## src/rtl/core/ivq_pkg.sv

```systemverilog
// types, constants and class bounds for the dotted quad validator
package ivq_pkg;

    localparam int unsigned CHAR_W   = 8;
    localparam int unsigned DIGIT_W  = 4;
    localparam int unsigned VALUE_W  = 9;
    localparam int unsigned COUNT_W  = 3;
    localparam int unsigned OCTETS   = 4;
    localparam int unsigned CLASSES  = 4;

    localparam logic [CHAR_W-1:0]  CHAR_DOT   = 8'h2E;
    localparam logic [CHAR_W-1:0]  CHAR_ZERO  = 8'h30;
    localparam logic [CHAR_W-1:0]  CHAR_NINE  = 8'h39;
    localparam logic [VALUE_W-1:0] VALUE_SAT  = 9'd256;
    localparam logic [VALUE_W-1:0] OCTET_MAX  = 9'd255;
    localparam logic [COUNT_W-1:0] FULL_COUNT = 3'd4;

    typedef logic [7:0] octet_t;
    typedef octet_t [OCTETS-1:0] quad_t;

    localparam quad_t CLASS_LOW [CLASSES] = '{
        '{8'd1,   8'd0, 8'd0, 8'd1},
        '{8'd128, 8'd1, 8'd0, 8'd1},
        '{8'd192, 8'd0, 8'd1, 8'd1},
        '{8'd224, 8'd0, 8'd0, 8'd0}
    };
    localparam quad_t CLASS_HIGH [CLASSES] = '{
        '{8'd126, 8'd255, 8'd255, 8'd254},
        '{8'd191, 8'd255, 8'd255, 8'd254},
        '{8'd223, 8'd255, 8'd254, 8'd254},
        '{8'd239, 8'd255, 8'd255, 8'd255}
    };

    typedef enum logic [1:0] {
        TOK_DIGIT,
        TOK_DOT,
        TOK_OTHER
    } tok_kind_t;

    typedef struct packed {
        tok_kind_t            kind;
        logic [DIGIT_W-1:0]   digit;
        logic                 last;
    } token_t;

    // octet k of the quad is index k, first field written first
    function automatic logic class_hit(input quad_t q);
        logic hit;
        logic in_range;
        hit = 1'b0;
        for (int c = 0; c < CLASSES; c++) begin
            in_range = 1'b1;
            for (int k = 0; k < OCTETS; k++) begin
                if (q[k] < CLASS_LOW[c][OCTETS-1-k] || q[k] > CLASS_HIGH[c][OCTETS-1-k]) begin
                    in_range = 1'b0;
                end
            end
            hit = hit | in_range;
        end
        return hit;
    endfunction

endpackage

```

## src/rtl/core/ivq_front.sv

```systemverilog
// input stage: classifies each character into a token and registers it
module ivq_front
    import ivq_pkg::*;
(
    input  logic              aclk,
    input  logic              aresetn,
    input  logic              s_valid,
    output logic              s_ready,
    input  logic [CHAR_W-1:0] s_character,
    input  logic              s_last,
    output logic              tok_valid,
    input  logic              tok_ready,
    output token_t            tok_data
);

    logic   valid_reg;
    logic   valid_next;
    token_t tok_reg;
    token_t tok_next;
    logic   take;

    assign s_ready   = !valid_reg || tok_ready;
    assign take      = s_valid && s_ready;
    assign tok_valid = valid_reg;
    assign tok_data  = tok_reg;

    always_comb begin
        valid_next = valid_reg;
        tok_next   = tok_reg;
        if (tok_ready) begin
            valid_next = 1'b0;
        end
        if (take) begin
            valid_next     = 1'b1;
            tok_next.last  = s_last;
            tok_next.digit = DIGIT_W'(s_character - CHAR_ZERO);
            if (s_character == CHAR_DOT) begin
                tok_next.kind = TOK_DOT;
            end else if (s_character >= CHAR_ZERO && s_character <= CHAR_NINE) begin
                tok_next.kind = TOK_DIGIT;
            end else begin
                tok_next.kind = TOK_OTHER;
            end
        end
    end

    always_ff @(posedge aclk) begin
        if (!aresetn) begin
            valid_reg <= 1'b0;
        end else begin
            valid_reg <= valid_next;
        end
        tok_reg <= tok_next;
    end

endmodule

```

## src/rtl/core/ivq_fifo.sv

```systemverilog
// token queue between the classifier and the field checker
module ivq_fifo
    import ivq_pkg::*;
#(
    parameter int unsigned DEPTH = 4
) (
    input  logic   aclk,
    input  logic   aresetn,
    input  logic   in_valid,
    output logic   in_ready,
    input  token_t in_data,
    output logic   out_valid,
    input  logic   out_ready,
    output token_t out_data
);

    localparam int unsigned IDX_W = (DEPTH > 1) ? $clog2(DEPTH) : 1;
    localparam int unsigned CNT_W = $clog2(DEPTH + 1);
    localparam logic [IDX_W-1:0] LAST_IDX = IDX_W'(DEPTH - 1);

    token_t           mem_reg [DEPTH];
    logic [IDX_W-1:0] wr_ptr_reg, wr_ptr_next;
    logic [IDX_W-1:0] rd_ptr_reg, rd_ptr_next;
    logic [CNT_W-1:0] count_reg, count_next;
    logic             push;
    logic             pop;

    assign in_ready  = count_reg != CNT_W'(DEPTH);
    assign out_valid = count_reg != '0;
    assign out_data  = mem_reg[rd_ptr_reg];
    assign push      = in_valid && in_ready;
    assign pop       = out_valid && out_ready;

    always_comb begin
        wr_ptr_next = wr_ptr_reg;
        rd_ptr_next = rd_ptr_reg;
        count_next  = count_reg;
        if (push) begin
            wr_ptr_next = (wr_ptr_reg == LAST_IDX) ? '0 : wr_ptr_reg + 1'b1;
        end
        if (pop) begin
            rd_ptr_next = (rd_ptr_reg == LAST_IDX) ? '0 : rd_ptr_reg + 1'b1;
        end
        if (push && !pop) begin
            count_next = count_reg + 1'b1;
        end else if (pop && !push) begin
            count_next = count_reg - 1'b1;
        end
    end

    always_ff @(posedge aclk) begin
        if (!aresetn) begin
            wr_ptr_reg <= '0;
            rd_ptr_reg <= '0;
            count_reg  <= '0;
        end else begin
            wr_ptr_reg <= wr_ptr_next;
            rd_ptr_reg <= rd_ptr_next;
            count_reg  <= count_next;
        end
        if (push) begin
            mem_reg[wr_ptr_reg] <= in_data;
        end
    end

endmodule

```

## src/rtl/core/ivq_back.sv

```systemverilog
// field accumulation, octet store, class check and result register
module ivq_back
    import ivq_pkg::*;
(
    input  logic   aclk,
    input  logic   aresetn,
    input  logic   tok_valid,
    output logic   tok_ready,
    input  token_t tok_data,
    output logic   m_valid,
    input  logic   m_ready,
    output logic   m_valid_res
);

    logic [VALUE_W-1:0] value_reg, value_next;
    logic [1:0]         digits_reg, digits_next;
    logic               zero_reg, zero_next;
    logic [COUNT_W-1:0] count_reg, count_next;
    logic               malformed_reg, malformed_next;
    quad_t              octet_reg, octet_next;
    logic               out_valid_reg, out_valid_next;
    logic               out_res_reg, out_res_next;
    logic               fire;
    logic [11:0]        product;
    logic               bad;

    assign tok_ready   = !out_valid_reg || m_ready;
    assign fire        = tok_valid && tok_ready;
    assign m_valid     = out_valid_reg;
    assign m_valid_res = out_res_reg;

    always_comb begin
        value_next     = value_reg;
        digits_next    = digits_reg;
        zero_next      = zero_reg;
        count_next     = count_reg;
        malformed_next = malformed_reg;
        octet_next     = octet_reg;
        out_valid_next = out_valid_reg;
        out_res_next   = out_res_reg;
        product        = '0;
        bad            = 1'b0;
        if (m_ready) begin
            out_valid_next = 1'b0;
        end
        if (fire) begin
            unique case (tok_data.kind)
                TOK_DIGIT: begin
                    if (digits_reg == 2'd0 && tok_data.digit == '0) begin
                        zero_next = 1'b1;
                    end
                    product    = 12'(value_reg) * 12'd10 + 12'(tok_data.digit);
                    value_next = (product > 12'(VALUE_SAT)) ? VALUE_SAT : product[VALUE_W-1:0];
                    if (digits_reg != 2'd3) begin
                        digits_next = digits_reg + 2'd1;
                    end
                end
                TOK_DOT: begin
                    bad = digits_reg == 2'd0 || (zero_reg && digits_reg > 2'd1)
                        || value_reg > OCTET_MAX;
                    if (bad || count_reg >= FULL_COUNT) begin
                        malformed_next = 1'b1;
                    end else begin
                        octet_next[count_reg[1:0]] = value_reg[7:0];
                        count_next = count_reg + 3'd1;
                    end
                    value_next  = '0;
                    digits_next = '0;
                    zero_next   = 1'b0;
                end
                TOK_OTHER: begin
                    malformed_next = 1'b1;
                end
                default: begin
                    malformed_next = 1'b1;
                end
            endcase
            if (tok_data.last) begin
                bad = digits_next == 2'd0 || (zero_next && digits_next > 2'd1)
                    || value_next > OCTET_MAX;
                if (bad || count_next >= FULL_COUNT) begin
                    malformed_next = 1'b1;
                end else begin
                    octet_next[count_next[1:0]] = value_next[7:0];
                    count_next = count_next + 3'd1;
                end
                out_valid_next = 1'b1;
                out_res_next   = !malformed_next && count_next == FULL_COUNT
                    && class_hit(octet_next);
                value_next     = '0;
                digits_next    = '0;
                zero_next      = 1'b0;
                count_next     = '0;
                malformed_next = 1'b0;
            end
        end
    end

    always_ff @(posedge aclk) begin
        if (!aresetn) begin
            value_reg     <= '0;
            digits_reg    <= '0;
            zero_reg      <= 1'b0;
            count_reg     <= '0;
            malformed_reg <= 1'b0;
            out_valid_reg <= 1'b0;
        end else begin
            value_reg     <= value_next;
            digits_reg    <= digits_next;
            zero_reg      <= zero_next;
            count_reg     <= count_next;
            malformed_reg <= malformed_next;
            out_valid_reg <= out_valid_next;
        end
        octet_reg   <= octet_next;
        out_res_reg <= out_res_next;
    end

endmodule

```

## src/rtl/core/ipv4_dotted_quad_validator_unit.sv

```systemverilog
// top level of the dotted quad address validator
// usage:
//   s_ channel carries the address text, one ascii byte per transfer on
//   s_character, with s_last high on the final byte of each string.
//   m_ channel carries one transfer per string on m_valid_res: 1 when the
//   text is four well formed decimal octets inside class a, b, c or d.
//   throughput is one character per cycle while no result stalls; the
//   classifier, queue and field checker each take a new character as
//   they pass one on. m_valid rises once the last character has passed
//   the classifier register, then the queue slot and then the result
//   register. when m_valid is high and m_ready low the result register
//   holds and the field checker stops; the classifier register and the
//   queue then absorb up to QUEUE_DEPTH + 1 more characters before
//   s_ready drops. a taken result frees the register in the same cycle.
//   aresetn is synchronous, active low; it empties the queue, drops
//   m_valid and clears any partly received string.
module ipv4_dotted_quad_validator_unit
    import ivq_pkg::*;
#(
    parameter int unsigned QUEUE_DEPTH = 4
) (
    input  logic              aclk,
    input  logic              aresetn,
    input  logic              s_valid,
    output logic              s_ready,
    input  logic [CHAR_W-1:0] s_character,
    input  logic              s_last,
    output logic              m_valid,
    input  logic              m_ready,
    output logic              m_valid_res
);

    logic   front_valid;
    logic   front_ready;
    token_t front_tok;
    logic   q_valid;
    logic   q_ready;
    token_t q_tok;

    ivq_front u_front (
        .aclk        (aclk),
        .aresetn     (aresetn),
        .s_valid     (s_valid),
        .s_ready     (s_ready),
        .s_character (s_character),
        .s_last      (s_last),
        .tok_valid   (front_valid),
        .tok_ready   (front_ready),
        .tok_data    (front_tok)
    );

    ivq_fifo #(
        .DEPTH (QUEUE_DEPTH)
    ) u_fifo (
        .aclk      (aclk),
        .aresetn   (aresetn),
        .in_valid  (front_valid),
        .in_ready  (front_ready),
        .in_data   (front_tok),
        .out_valid (q_valid),
        .out_ready (q_ready),
        .out_data  (q_tok)
    );

    ivq_back u_back (
        .aclk        (aclk),
        .aresetn     (aresetn),
        .tok_valid   (q_valid),
        .tok_ready   (q_ready),
        .tok_data    (q_tok),
        .m_valid     (m_valid),
        .m_ready     (m_ready),
        .m_valid_res (m_valid_res)
    );

endmodule

```

## config.mk

```make
export PLATFORM = sky130hd
export DESIGN_NAME = ipv4_dotted_quad_validator_unit
export DESIGN_NICKNAME = d
export VERILOG_FILES = /design/src/rtl/core/ivq_pkg.sv /design/src/rtl/core/ivq_front.sv /design/src/rtl/core/ivq_fifo.sv /design/src/rtl/core/ivq_back.sv /design/src/rtl/core/ipv4_dotted_quad_validator_unit.sv
export SDC_FILE = /design/constraint.sdc
export NUM_CORES = 1
export LEC_CHECK = 0
export ABC_AREA = 1
export BUFFER_PORTS_ARGS = -buffer_cell sky130_fd_sc_hd__buf_2
export CORE_ASPECT_RATIO = 1.4
export CORE_MARGIN = 4
export CORE_UTILIZATION = 29
export DETAILED_ROUTE_END_ITERATION = 6
export PLACE_DENSITY_LB_ADDON = 0.05
export SYNTH_ARGS = -nofsm -noshare
export SYNTH_HDL_FRONTEND = slang
export SYNTH_SLANG_ARGS = --single-unit
export TNS_END_PERCENT = 1
```

## constraint.sdc

```tcl
create_clock -name aclk -period 4.51 [get_ports aclk]
set_input_delay 0.6765 -clock aclk [delete_from_list [all_inputs] [get_ports aclk]]
set_output_delay 0.6765 -clock aclk [all_outputs]
set_load 0.02 [all_outputs]
```

Word-level counts from Yosys, hierarchy flattened
Memory sizes are Yosys's and may differ from the RTL's. A register that Yosys moved wholly into a read port is not among the register bits. Index checks and enable logic that the tools add are counted.

Add/sub/neg operators: 9. Multipliers: 1. Magnitude comparators: 32. Eq/ne operators: 7. Mux-type cells: 76. Bitwise logic cells: 3. Reductions and logical operators: 44.

Operators with widths (count): 2-to-1 mux 32 bit (7); bitwise mux 32 bit (2); > comparator 8 bit, second input constant (8); < comparator 8 x 1 -> 1 bit, second input constant (7); 2-to-1 mux 1 bit (39); demux 8 bit (select 2 bit) (2); 2-to-1 mux 3 bit (9); 2-to-1 mux 9 bit (3); < comparator 8 bit, second input constant (3); > comparator 9 x 8 -> 1 bit, second input constant (2); logical OR 1 bit (18); one-hot mux 9 bit (2 select lines) (1); 2-to-1 mux 2 bit (8); 2-to-1 mux 8 bit (2); logical AND 1 bit (13); adder 12 x 4 -> 12 bit (1); > comparator 12 x 9 -> 1 bit, second input constant (1); multiplier 9 x 3 -> 11 bit, second input constant (1); adder 3 x 1 -> 3 bit, second input constant (3); == test 8 x 6 -> 1 bit, second input constant (1); >= comparator 8 x 6 -> 1 bit, second input constant (1); > comparator 8 x 7 -> 1 bit, second input constant (1); less-or-equal comparator 8 x 6 -> 1 bit, second input constant (1); adder 2 x 1 -> 2 bit, second input constant (3); other kinds (20) (35).

Register bits after elaboration: 65. Memory bits (writable): 28. Bits of input ports: 13. Output and inout port bits: 3. Memories kept: 1.

Memories: u_fifo.mem_reg (depth 4, bits a word 7, read ports 1, clocked after Yosys merged registers in 1, write ports 1, RTL line ivq_fifo.sv:21) `token_t mem_reg [DEPTH];`.

Logic depth before layout (Yosys ltp)
Gate-level depths: netlist of run 1.

Depth in word-level cells: 28. Mapped depth: 33. Depth with buffers taken out: 31.

By module
A second synthesis of run 1 with hierarchy kept.

Cell total of the unflattened synthesis: 867. Area, all modules: 6357.3 µm².

Modules (own cells, without submodules): ivq_back (times used 1, cells each 701, area each 4468.0 µm², sequential area each 1331.3 µm²); ivq_fifo (times used 1, cells each 136, area each 1554.0 µm², sequential area each 1021.0 µm²); ivq_front (times used 1, cells each 30, area each 335.3 µm², sequential area each 230.2 µm²).

Worst setup path before layout of run 1
No wires, ideal clock.

Path kind: input -> register. Start point: input m_ready. End point: register u_fifo.count_reg[1]. Arrival: 4.497 ns. Data required time: 4.390 ns. Slack: -0.107 ns. Stages on the path: 9. Path buffers: 1. Cells stage by stage: nor2_1 > a31oi_1 > clkinv_1 > clkbuf_1 > ha_1 > inv_1 > fa_1 > o21ai_0 > a21oi_1.

Word-level cells in the longest chain between the ends: 5.

RTL lines: start: declaration (RTL line ipv4_dotted_quad_validator_unit.sv:29) `input logic m_ready,`; logical OR 1 bit (RTL line ivq_back.sv:27) `assign tok_ready = !out_valid_reg || m_ready;`; logical AND 1 bit; via u_back.fire (RTL line ivq_back.sv:23) `logic fire;`; logical NOT 1 bit (RTL line ivq_fifo.sv:44) `if (push && !pop) begin`; logical AND 1 bit (RTL line ivq_fifo.sv:44); 2-to-1 mux 3 bit (RTL line ivq_fifo.sv:44); via u_fifo.count_next[1] (RTL line ivq_fifo.sv:24) `logic [CNT_W-1:0] count_reg, count_next;`; end signal: assignment (RTL line ivq_fifo.sv:59) `count_reg <= count_next;`; end: declaration (RTL line ivq_fifo.sv:24).

The timed path passes the listed nets, and every way through them passes these cells. A chain may end at the register's enable or synchronous reset.

Worst setup path in the final report of run 1
Start point: register u_back.value_reg[2]. End point: register u_back.out_res_reg, in the netlist u_back.m_valid_res, data pin.

Word-level cells in the longest chain between the ends: 26.

RTL lines: start: declaration (RTL line ivq_back.sv:15) `logic [VALUE_W-1:0] value_reg, value_next;`; start signal: assignment (RTL line ivq_back.sv:108) `value_reg <= value_next;`; parallel branches: the longest is 25 deep, another holds adder 12 x 4 -> 12 bit; logical AND 1 bit (*) (RTL line ivq_back.sv:89) `&& class_hit(octet_next);`; end signal: assignment (RTL line ivq_back.sv:116) `out_res_reg <= out_res_next;`; end: declaration (RTL line ivq_back.sv:22) `logic out_res_reg, out_res_next;`.

Every way passes the cells marked *. The select of a mux whose other input is x is not followed.

==> metrics.md, run 1 <==
| Metric | Value |
|---|---|
| Status | `finished, final reports clean` |
| # nets final | `941` |
| Total GRT Usage | `0.156` |
| H-tree levels | `3` |
| CTS sink cnt | `95` |
| HPWL after DPL | `14,400 um` |
| Initial antenna violation count | `0` |
| Place WS | `0.229 ns` |
| Final period util | `0.907` |
| Ant diodes | `0` |
| Vias in the first global route | `5,533` |
| Gr ovfl total | `0` |
| Yosys warns | `0` |
| Top FF cell, synth | `edfxtp_1` |
| Number of enable flip-flop cells after synthesis | `68` |
| Final setup viols | `0` |
| Die X | `133 um` |
| Worst R2R End | `u_back.m_valid_res` |
| Maximum vdd drop | `0.227 mV` |
| Worst-Margin Slew | `0.981 ns` |
| DR DRC count | `0` |
| Starting Density | `0.297` |
| Share of cells above drive strength 1 | `0.108` |
| CP max FO | `8` |
| Worst-Skew Late Latency | `0.36 ns` |
| Reg2reg path depth | `24` |
| Pins Over Slew Limit | `0` |
| Syn Area/Cell | `7.39 um^2` |
| TritonCTS clock tree | `yes` |
| Max reg flops | `32` |
| Clk pin slew, worst setup/hold paths | `0.08 ns` |
| Pre-antenna DRT Iters | `5` |
| Syn_nets | `910` |
| Root Buffer | `clkbuf_16` |
| Largest net degree at the start of global routing | `45` |
| Post-Syn Area | `0.00638 mm^2` |
| Final hold vios | `0` |
| Fillers | `2,346` |
| Hold-fix buffers, CTS | `0` |
| Post-DP Area | `0.00680 mm^2` |
| ANT nets after route | `0` |
| CP endpoint kind | `flip-flop` |
| Die ar. | `0.0245 mm^2` |
| Sequential fraction of the synthesis area | `0.405` |
| CP startpoint kind | `flip-flop` |
| Via density per instance | `4.72` |
| Final Worst Setup Slack | `0.419 ns` |
| # IOs | `16` |
| CP required | `4.62 ns` |
| RSZ-0062 raised after global routing | `no` |
| R2r setup slk | `0.42 ns` |
| Initial DRC Count | `379` |
| Mapped Cells | `863` |
| Pwr dens | `588 mW/mm^2` |
| Final TNS setup | `0 ns` |
| Global-route wire length before repair | `29,600 um` |
| CP arrival | `4.20 ns` |
| Synth async-reset ratio | `0` |
| Netlist cell types | `40` |
| Core Rows | `63` |
| Register Area | `0.00258 mm^2` |
| Synth-to-Final Area Change | `13.5%` |
| Hold Crit Depth | `2` |
| Via count | `5,623` |
| Most frequent cells in the layout | `nand2_1, inv_1, o21ai_0, edfxtp_1, nor2_1` |
| Worst r2r src | `u_back.value_reg[2]` |
| Final Wtd Congestion | `0.877` |
| Final WL | `19,100 um` |
| IO Port Bufs | `15` |
| Final Skew | `0.0109 ns` |
| Clock buffer depth | `2` |
| Power Total | `0.00426 W` |
| Most common cell after layout, fill and taps aside | `nand2_1` |
| Core footprint | `0.0214 mm^2` |
| Area occupied by multi-input gates | `0.00331 mm^2` |
| Max-cap violation count | `0` |
| Worst relative slew slack | `0.340` |
| Leakage | `3.14 nW` |
| Post-route cell area | `0.00724 mm^2` |
| Yosys reg bits | `95` |
| Fin crit period | `4.09 ns` |
| Worst Hold Path EP | `u_back.zero_reg` |
| Worst hold start | `u_back.zero_reg` |
| Setup CP Type | `reg2reg` |
| Die height | `183 um` |
| Min-delay worst type | `reg2reg` |
| Fmax | `244 MHz` |
| Per-cell routed wire length | `16.1 um` |
| Total CTS buffers | `9` |
## area by class of cell
type / instances / area share
Timing Repair Buffer: 40 / 0.0368
Sequential cell: 95 / 0.357
Multi-Input combinational cell: 638 / 0.458
Tap cell: 292 / 0.0505
Clock inverter: 6 / 0.00864
Inverter: 110 / 0.0576
Clock buffer: 10 / 0.0316
## report_power, final
group          switching [W]  internal [W]  leakage (nW)
clock network       0.000381      0.000389         0.136
logic                0.00146      0.000637          2.14
registers          0.0000966       0.00129         0.871
total                0.00194       0.00231          3.14
## worst max-delay path: stages, from the launching register on
cell,delay (ns)
dfxtp_1,0.44
ha_1,0.20
ha_1,0.18
inv_1,0.06
fa_1,0.49
nor2_2,0.18
nand2_1,0.10
nor2_2,0.14
nand3_1,0.11
nor2_1,0.13
nand2_1,0.06
nand2_1,0.07
nand2_1,0.07
nor2_2,0.28
nand3_1,0.12
nand2_1,0.23
inv_1,0.14
o21ai_1,0.31
nand2_1,0.08
nor2_1,0.10
nand2_1,0.07
nand3_1,0.07
nand3_1,0.09
nand2_1,0.07
a21oi_1,0.06
## Yosys cell counts, types with 2 or more instances
library cell  instances  area (um^2)
inv_1               102          383
clkinv_1              2         7.51
fa_1                  3         60.1
nand3_2               2         20.0
o21ai_0              71          355
a21oi_1              41          205
buf_2                 8         40.0
nand2_2               7         43.8
inv_2                 6         22.5
nor2_1               67          251
nor3_1                3         15.0
buf_4                 2         15.0
nand2_1             285         1070
nand3_1              57          285
mux2i_1              17          170
buf_6                 4         45.0
o21ai_1              15         75.1
nor2_4                5         56.3
nor2_2                5         31.3
nand4_1              10         62.6
ha_1                 31          388
clkbuf_1              8         30.0
dfxtp_1              27          541
nand3b_1              2         15.0
edfxtp_1             68         2040
## metal layers
layer  global-route usage  up-vias  share of wire
met1                0.167     2608           0.40
met2                0.303       91           0.55
li1                     -     2893              -
met5                    0        -              0
met3               0.0173       31          0.026
met4               0.0725        0          0.032
## worst max path at each step
stage                           to           startpoint  slack [ns]
2_1_floorplan  u_fifo.count_reg[1]              m_ready        0.86
3_3_place_gp    u_back.m_valid_res            flip-flop        0.23
3_5_place_dp    u_back.m_valid_res            flip-flop        0.23
4_1_cts         u_back.m_valid_res            flip-flop        0.18
5_1_grt         u_back.m_valid_res            flip-flop        0.03
6_report        u_back.m_valid_res  u_back.value_reg[2]        0.42
## kinds of logic (layout without fill, tap and decap cells)
family,count (synthesis),count (layout),synth area share
DFF,95,95,0.405
and+or+nand+nor,448,451,0.300
buffers and inverters,133,166,0.0858
muxes,17,17,0.0267
AOI/OAI and AO/OA,135,135,0.111
xor gates and xnor gates,1,1,0.00137
adders and majority gates,34,34,0.0703
## per-stage QoR
step,hold WS [ns],utilization,cells
6_report,0.498,0.338,1191
5_1_grt,0.495,0.338,1191
4_1_cts,0.488,0.331,1177
3_5_place_dp,0.484,0.317,1161
3_3_place_gp,0.475,0.317,1161
2_1_floorplan,0.455,-,863
## what timing repair did
action | CTS | global route
gates resized for setup | 0 | 14
buffers inserted | 0 | 11
setup endpoints to repair | 0 | 1
hold endpoints to repair | 0 | 0
Note: power is estimated with default switching activity, not from simulation.
==> inputs of run 2 (changes only) <==
--- a/config.mk
+++ b/config.mk
@@ -5,7 +5,6 @@
 export SDC_FILE = /design/constraint.sdc
 export NUM_CORES = 1
 export LEC_CHECK = 0
-export ABC_AREA = 1
 export BUFFER_PORTS_ARGS = -buffer_cell sky130_fd_sc_hd__buf_2
 export CORE_ASPECT_RATIO = 1.4
 export CORE_MARGIN = 4
==> run 2 against run 1 <==
Largest power group unchanged. Power fell by 12%. Non-clock buffer count rose by 51. Synthesized cell count fell by 38%. Combinational power fell by 20%. Utilization rose by 2.5 points. Register-to-register slack got worse by 0.34 ns. Flip-flop and latch count fell by 4.
==> metrics.md, run 2 <==
| Metric | Value |
|---|---|
| Vias in the first global route | `4,493 (-19%)` |
| DR DRC count | `0 (unchanged)` |
| Die height | `173 um (-5.8%)` |
| # nets final | `659 (-30%)` |
| Synth area leader | `edfxtp_1` |
| HPWL after DPL | `12,300 um (-14%)` |
| Die X | `126 um (-5.7%)` |
| Pre-antenna DRT Iters | `7 (+2)` |
| Power Total | `0.00374 W (-12%)` |
| Yosys warns | `0 (unchanged)` |
| Yosys reg bits | `91 (-4.2%)` |
| # IOs | `16 (unchanged)` |
| Post-Syn Area | `0.00562 mm^2 (-12%)` |
| Register Area | `0.00246 mm^2 (-4.6%)` |
| Total GRT Usage | `0.149 (-0.00675)` |
| CTS sink cnt | `91 (-4.2%)` |
| Initial DRC Count | `247 (-35%)` |
| Most frequent cells in the layout | `buf_4, edfxtp_1, nor2_1` |
| Worst-Skew Late Latency | `0.36 ns (about the same)` |
| Worst hold start | `u_back.malformed_reg` |
| Starting Density | `0.294 (-0.00359)` |
| CP endpoint kind | `flip-flop` |
| Top FF cell, synth | `edfxtp_1` |
| Maximum vdd drop | `0.154 mV (-32%)` |
| Worst-Margin Slew | `0.969 ns (-0.0120 ns)` |
| Core Rows | `60 (-4.8%)` |
| Pins Over Slew Limit | `0 (unchanged)` |
| Post-synth top area share | `0.342 (+0.0215)` |
| Die ar. | `0.0217 mm^2 (-11%)` |
| Most common cell after layout, fill and taps aside | `buf_4` |
| TritonCTS clock tree | `yes` |
| Ant diodes | `0 (unchanged)` |
| Pwr dens | `539 mW/mm^2 (-8.3%)` |
| Synth async-reset ratio | `0 (unchanged)` |
| Worst relative slew slack | `0.351 (+0.0106)` |
| Hold-fix buffers, CTS | `0 (unchanged)` |
| CP startpoint kind | `flip-flop` |
| Number of enable flip-flop cells after synthesis | `64 (-5.9%)` |
| Fillers | `1,927 (-18%)` |
| Hold Crit Depth | `2 (unchanged)` |
| IO Port Bufs | `15 (unchanged)` |
| Reg2reg path depth | `19 (-21%)` |
| Global-route wire length before repair | `25,200 um (-15%)` |
| Share of cells above drive strength 1 | `0.264 (+0.156)` |
| Core footprint | `0.0191 mm^2 (-11%)` |
| Leakage | `2.82 nW (-10%)` |
| Total CTS buffers | `9 (unchanged)` |
| CP required | `4.61 ns (about the same)` |
| ANT nets after route | `0 (unchanged)` |
| Final Wtd Congestion | `0.861 (-1.7%)` |
| Syn_nets | `582 (-36%)` |
| Final hold vios | `0 (unchanged)` |
| Final period util | `0.983 (+0.0756)` |
| Ranking of synthesized cells by instance count | `edfxtp_1, nor2_1, a21oi_1, mux2i_1, nand2_1` |
| H-tree levels | `3 (unchanged)` |
| Count leader, synth | `edfxtp_1` |
| Setup CP Type | `reg2reg` |
| Largest net degree at the start of global routing | `32 (-29%)` |
| Initial antenna violation count | `0 (unchanged)` |
| Final Skew | `0.0146 ns (+0.00361 ns)` |
| Fmax | `226 MHz (-7.7%)` |
| Worst r2r src | `u_back.value_reg[3]` |
| Mapped Cells | `535 (-38%)` |
| Gr ovfl total | `0 (unchanged)` |
| Clk pin slew, worst setup/hold paths | `0.07 ns (about the same)` |
| Syn Area/Cell | `10.5 um^2 (+42%)` |
| Root Buffer | `clkbuf_16` |
| Synth-to-Final Area Change | `23.3%` |
| Final WL | `16,400 um (-14%)` |
| Per-cell routed wire length | `19.0 um (+18%)` |
| Netlist cell types | `65 (+63%)` |
| Worst hold slack | `0.492 ns (-0.00572 ns)` |
| Fin crit period | `4.43 ns (+0.341 ns)` |
| Sequential fraction of the synthesis area | `0.438 (+0.0328)` |
| CP arrival | `4.53 ns (+0.33 ns)` |
| Ranking of synthesized cells by area | `edfxtp_1, dfxtp_1, ha_1, mux2i_1, a21oi_1` |
| Final setup viols | `0 (unchanged)` |
| Max-cap violation count | `0 (unchanged)` |
| Area occupied by multi-input gates | `0.00313 mm^2 (-5.6%)` |
| Min-delay worst type | `reg2reg` |
| Status | `finished, final reports clean` |
| CP max FO | `9 (+1)` |
| Via count | `4,450 (-21%)` |
| Clock buffer depth | `2 (unchanged)` |
| CP Launch Point | `u_back.value_reg[3]` |
| Via density per instance | `5.14 (+9.0%)` |
[run 2: repair_timing]
| item | in CTS | in global routing |
|---|---|---|
| pin swaps | 2 | 19 |
| setup endpoints to repair | 1 | 1 |
| buffers inserted | 1 | 13 |
| resized for setup | 6 | 28 |
| cloned | 0 | 1 |
[run 2: logic make-up (layout without fill, tap and decap cells)]
kind of cell	Yosys count	count (layout)	share of synthesized area
buffers and inverters	45	126	0.0336
DFF	91	91	0.438
and+or+nand+nor	173	173	0.162
adders and majority gates	34	34	0.0796
AOI/OAI and AO/OA	127	128	0.156
xor gates and xnor gates	12	12	0.0187
muxes	53	53	0.113
[run 2: where the power goes]
group | total [W] | switching (W) | internal [W]
Clock | 0.000798 | 0.000352 | 0.000446
Combinational | 0.00167 | 0.000954 | 0.000712
Sequential | 0.00127 | 0.000108 | 0.00117
[run 2: critical path, stage by stage (launching register included)]
cell and delay, ns:
dfxtp_1 0.32, ha_1 0.28, ha_2 0.17, inv_1 0.05, fa_2 0.36, buf_4 0.15
xor2_1 0.16, nor4b_2 0.27, o211a_1 0.22, nand3_2 0.10, nor4_4 0.32, buf_4 0.17
o31a_1 0.25, nand2_1 0.08, buf_4 0.18, o311a_1 0.12, or4_1 0.56, o32ai_2 0.15
a2bb2oi_2 0.19, o31ai_1 0.08
[run 2: worst paths after layout]
check	endpoint	slack, ns
worst min-delay path	u_back.malformed_reg	0.49
worst max register to register	u_back.m_valid_res	0.08
worst max-delay path	u_back.m_valid_res	0.08
worst min register to register	u_back.malformed_reg	0.49
[run 2: final cells by class]
class                   instances  area share
multi-input cells             400       0.451
well taps                     248      0.0447
repair buffers                 91      0.0936
clock buffers                  11      0.0397
clock inverters                 5     0.00523
flip-flops and latches         91       0.355
inverters                      19      0.0103
[run 2: layer usage]
| layer | wire (um) | up-vias | global-route usage |
|---|---|---|---|
| li1 | - | 2175 | - |
| met1 | 6570 | 2188 | 0.165 |
| met2 | 9050 | 62 | 0.283 |
| met3 | 326 | 25 | 0.0167 |
| met4 | 479 | 0 | 0.0637 |
| met5 | 0 | - | 0 |
[run 2: per-stage QoR]
stage	setup WS [ns]	cells	util	TNS (ns)	instance area, um^2
CTS	0.0128	851	0.350	0	6710
detailed placement	-0.126	834	0.332	-0.126	6360
finish	0.0786	865	0.362	0	6940
global route	-0.0700	865	0.362	-0.0700	6940
global placement	-0.0891	834	0.332	-0.0891	6360
floorplan	0.159	535	-	0	5620
==> inputs of run 3 (changes only) <==
--- a/config.mk
+++ b/config.mk
@@ -10,6 +10,7 @@
 export CORE_MARGIN = 4
 export CORE_UTILIZATION = 29
 export DETAILED_ROUTE_END_ITERATION = 6
+export MAX_ROUTING_LAYER = met4
 export PLACE_DENSITY_LB_ADDON = 0.05
 export SYNTH_ARGS = -nofsm -noshare
 export SYNTH_HDL_FRONTEND = slang
==> constraint.sdc (replaced) <==
create_clock -name aclk -period 4.5 [get_ports aclk]
set_input_delay 0.675 -clock aclk [delete_from_list [all_inputs] [get_ports aclk]]
set_output_delay 0.675 -clock aclk [all_outputs]
set_load 0.02 [all_outputs]
==> run 3 against run 2 <==
Wire length is 0.96% higher. Clock skew is 0.0045 ns lower. Count of clock-buffer cells in the layout is 2 lower.
==> metrics.md, run 3 (same netlist as run 2, synthesis figures left out) <==
| Metric | Value |
|---|---|
| Status | `finished, final reports clean` |
| Global-route wire length before repair | `25,400 um (+0.96%)` |
| Pwr dens | `529 mW/mm^2 (-1.8%)` |
| Die X | `126 um (unchanged)` |
| Per-cell routed wire length | `19.2 um (+1.1%)` |
| Place WS | `-0.0770 ns (+0.0490 ns)` |
| Setup CP Type | `reg2reg` |
| IO Port Bufs | `15 (unchanged)` |
| Pins Over Slew Limit | `0 (unchanged)` |
| CP endpoint kind | `flip-flop` |
| ANT nets after route | `0 (unchanged)` |
| Clock buffer depth | `2 (unchanged)` |
| Worst Hold Path EP | `u_back.malformed_reg` |
| Via count | `4,427 (-0.52%)` |
| Leakage | `2.83 nW (+0.37%)` |
| Worst-Skew Late Latency | `0.35 ns (about the same)` |
| Clk pin slew, worst setup/hold paths | `0.07 ns (about the same)` |
| TritonCTS clock tree | `yes` |
| Cell-by-cell trace of the critical path | `ha_4, ha_2, inv_2, fa_2, and3b_1, a32o_2, nand4b_1, buf_4, nor4_4, buf_4, buf_4, o22a_2, a22oi_1, mux2i_1, or4_4, o32ai_2, a2bb2oi_2, o31ai_2` |
| Maximum vdd drop | `0.180 mV (+17%)` |
| CP required | `4.60 ns (about the same)` |
| Gr ovfl total | `0 (unchanged)` |
| R2r setup slk | `0.12 ns (+0.04 ns)` |
| Power Total | `0.00370 W (-1.1%)` |
| Most common cell after layout, fill and taps aside | `buf_4` |
| Final period util | `0.973 (-0.00948)` |
| Post-Route Utilization | `0.365 (+0.00255)` |
| Final Skew | `0.0101 ns (-0.00448 ns)` |
| Hold Crit Depth | `2 (unchanged)` |
| Finished Layout Cells | `864 (-0.12%)` |
| Final TNS setup | `0 ns (unchanged)` |
| Final setup viols | `0 (unchanged)` |
| Fillers | `1,929 (+0.10%)` |
| Worst path most repeated cell | `buf_4` |
| Final Worst Setup Slack | `0.121 ns (+0.0425 ns)` |
| Worst R2R End | `u_back.m_valid_res` |
| Core footprint | `0.0191 mm^2 (unchanged)` |
| Reg2reg path depth | `18 (-1)` |
| Most frequent cells in the layout | `buf_4, edfxtp_1, nor2_1` |
| Slowest stage cell, crit path | `fa_2` |
| Total CTS buffers | `9 (unchanged)` |
| Fmax | `228 MHz (+1.2%)` |
| Starting Density | `0.294 (unchanged)` |
| CP startpoint kind | `flip-flop` |
| Pre-antenna DRT Iters | `4 (-3)` |
| CP arrival | `4.48 ns (-0.05 ns)` |
| # IOs | `16 (unchanged)` |
| Vias in the first global route | `4,626 (+3.0%)` |
| Worst relative slew slack | `0.376 (+0.0254)` |
| # nets final | `658 (-0.15%)` |
| CP max FO | `7 (-2)` |
| Initial antenna violation count | `0 (unchanged)` |
| Placed insts | `835 (+0.12%)` |
| Worst hold start | `u_back.malformed_reg` |
| Root Buffer | `clkbuf_16` |
| Final hold vios | `0 (unchanged)` |
| Fin crit period | `4.38 ns (-0.0525 ns)` |
| DR DRC count | `0 (unchanged)` |
| Share of cells above drive strength 1 | `0.268 (+0.00368)` |
| Min-delay worst type | `reg2reg` |
| Via density per instance | `5.12 (-0.40%)` |
| Ant diodes | `0 (unchanged)` |
| Worst-Margin Slew | `0.931 ns (-0.0379 ns)` |
| Max stage delay on crit path | `0.63 ns (+0.07 ns)` |
| Final WL | `16,600 um (+0.96%)` |
| Final Wtd Congestion | `0.877 (+1.8%)` |
| Initial DRC Count | `239 (-3.2%)` |
| Synth-to-Final Area Change | `24.2%` |
| Die height | `173 um (unchanged)` |
| Max-cap violation count | `0 (unchanged)` |
| Total GRT Usage | `0.157 (+0.00749)` |
| Die ar. | `0.0217 mm^2 (unchanged)` |
| H-tree levels | `3 (unchanged)` |
| HPWL after DPL | `12,300 um (-0.14%)` |
| Worst r2r src | `u_back.value_reg[3]` |
| CTS sink cnt | `91 (unchanged)` |
| Core Rows | `60 (unchanged)` |
| Largest net degree at the start of global routing | `33 (+3.1%)` |
run 3: what timing repair did:
item / in CTS / in global routing
hold buffers: 0 / 0
setup endpoints to repair: 1 / 1
pin swaps: 3 / 18
resized for setup: 8 / 43
setup buffers: 2 / 9
gates cloned: 0 / 2
run 3: worst max path at each step:
stage / from / end / slack, ns / cells past startpoint
floorplan: flip-flop / u_back.m_valid_res / 0.15 / 16
global placement: u_back.value_reg[3] / u_back.m_valid_res / -0.10 / 19
detailed placement: u_back.value_reg[1] / u_back.m_valid_res / -0.08 / 19
CTS: u_back.value_reg[1] / u_back.m_valid_res / 0.01 / 17
global route: u_back.value_reg[3] / u_back.m_valid_res / -0.08 / 19
finish: u_back.value_reg[3] / u_back.m_valid_res / 0.12 / 18
run 3: final cells by class:
class / count / area, um^2 / area share
Clock inverter: 7 / 42.5 / 0.00609
Tap cell: 248 / 310 / 0.0444
Clock buffer: 9 / 225 / 0.0322
Inverter: 19 / 71.3 / 0.0102
Multi-Input combinational cell: 400 / 3220 / 0.461
Timing Repair Buffer: 90 / 651 / 0.0932
Sequential cell: 91 / 2460 / 0.353
run 3: per-layer routing:
metal,share of wire,global-route usage
met1,0.40,0.166
met2,0.54,0.281
met3,0.020,0.0232
met4,0.040,0.0782
met5,0,-
run 3: report_power, final:
| part | switching [W] | total, W | internal (W) |
|---|---|---|---|
| Combinational | 0.000970 | 0.00171 | 0.000736 |
| Sequential | 0.000109 | 0.00128 | 0.00117 |
| Clock | 0.000341 | 0.000714 | 0.000373 |
| Total | 0.00142 | 0.00370 | 0.00228 |
run 3: through the flow:
stage	cell area, um^2	hold WS, ns
final	6980	0.489
after global routing	6980	0.491
after CTS	6690	0.483
after detailed placement	6370	0.473
after global placement	6370	0.460
after floorplan	5620	0.441
run 3: critical path, delay by kind of cell, from the launching register on:
kind	cells	cell delay (ns)
buffers and inverters	4	0.47
flip-flops	1	0.34
multiplexers	1	0.16
adder cells (fa/ha/maj)	3	1.06
AO/OA/AOI/OAI	6	1.18
AND/OR/NAND/NOR	4	0.91
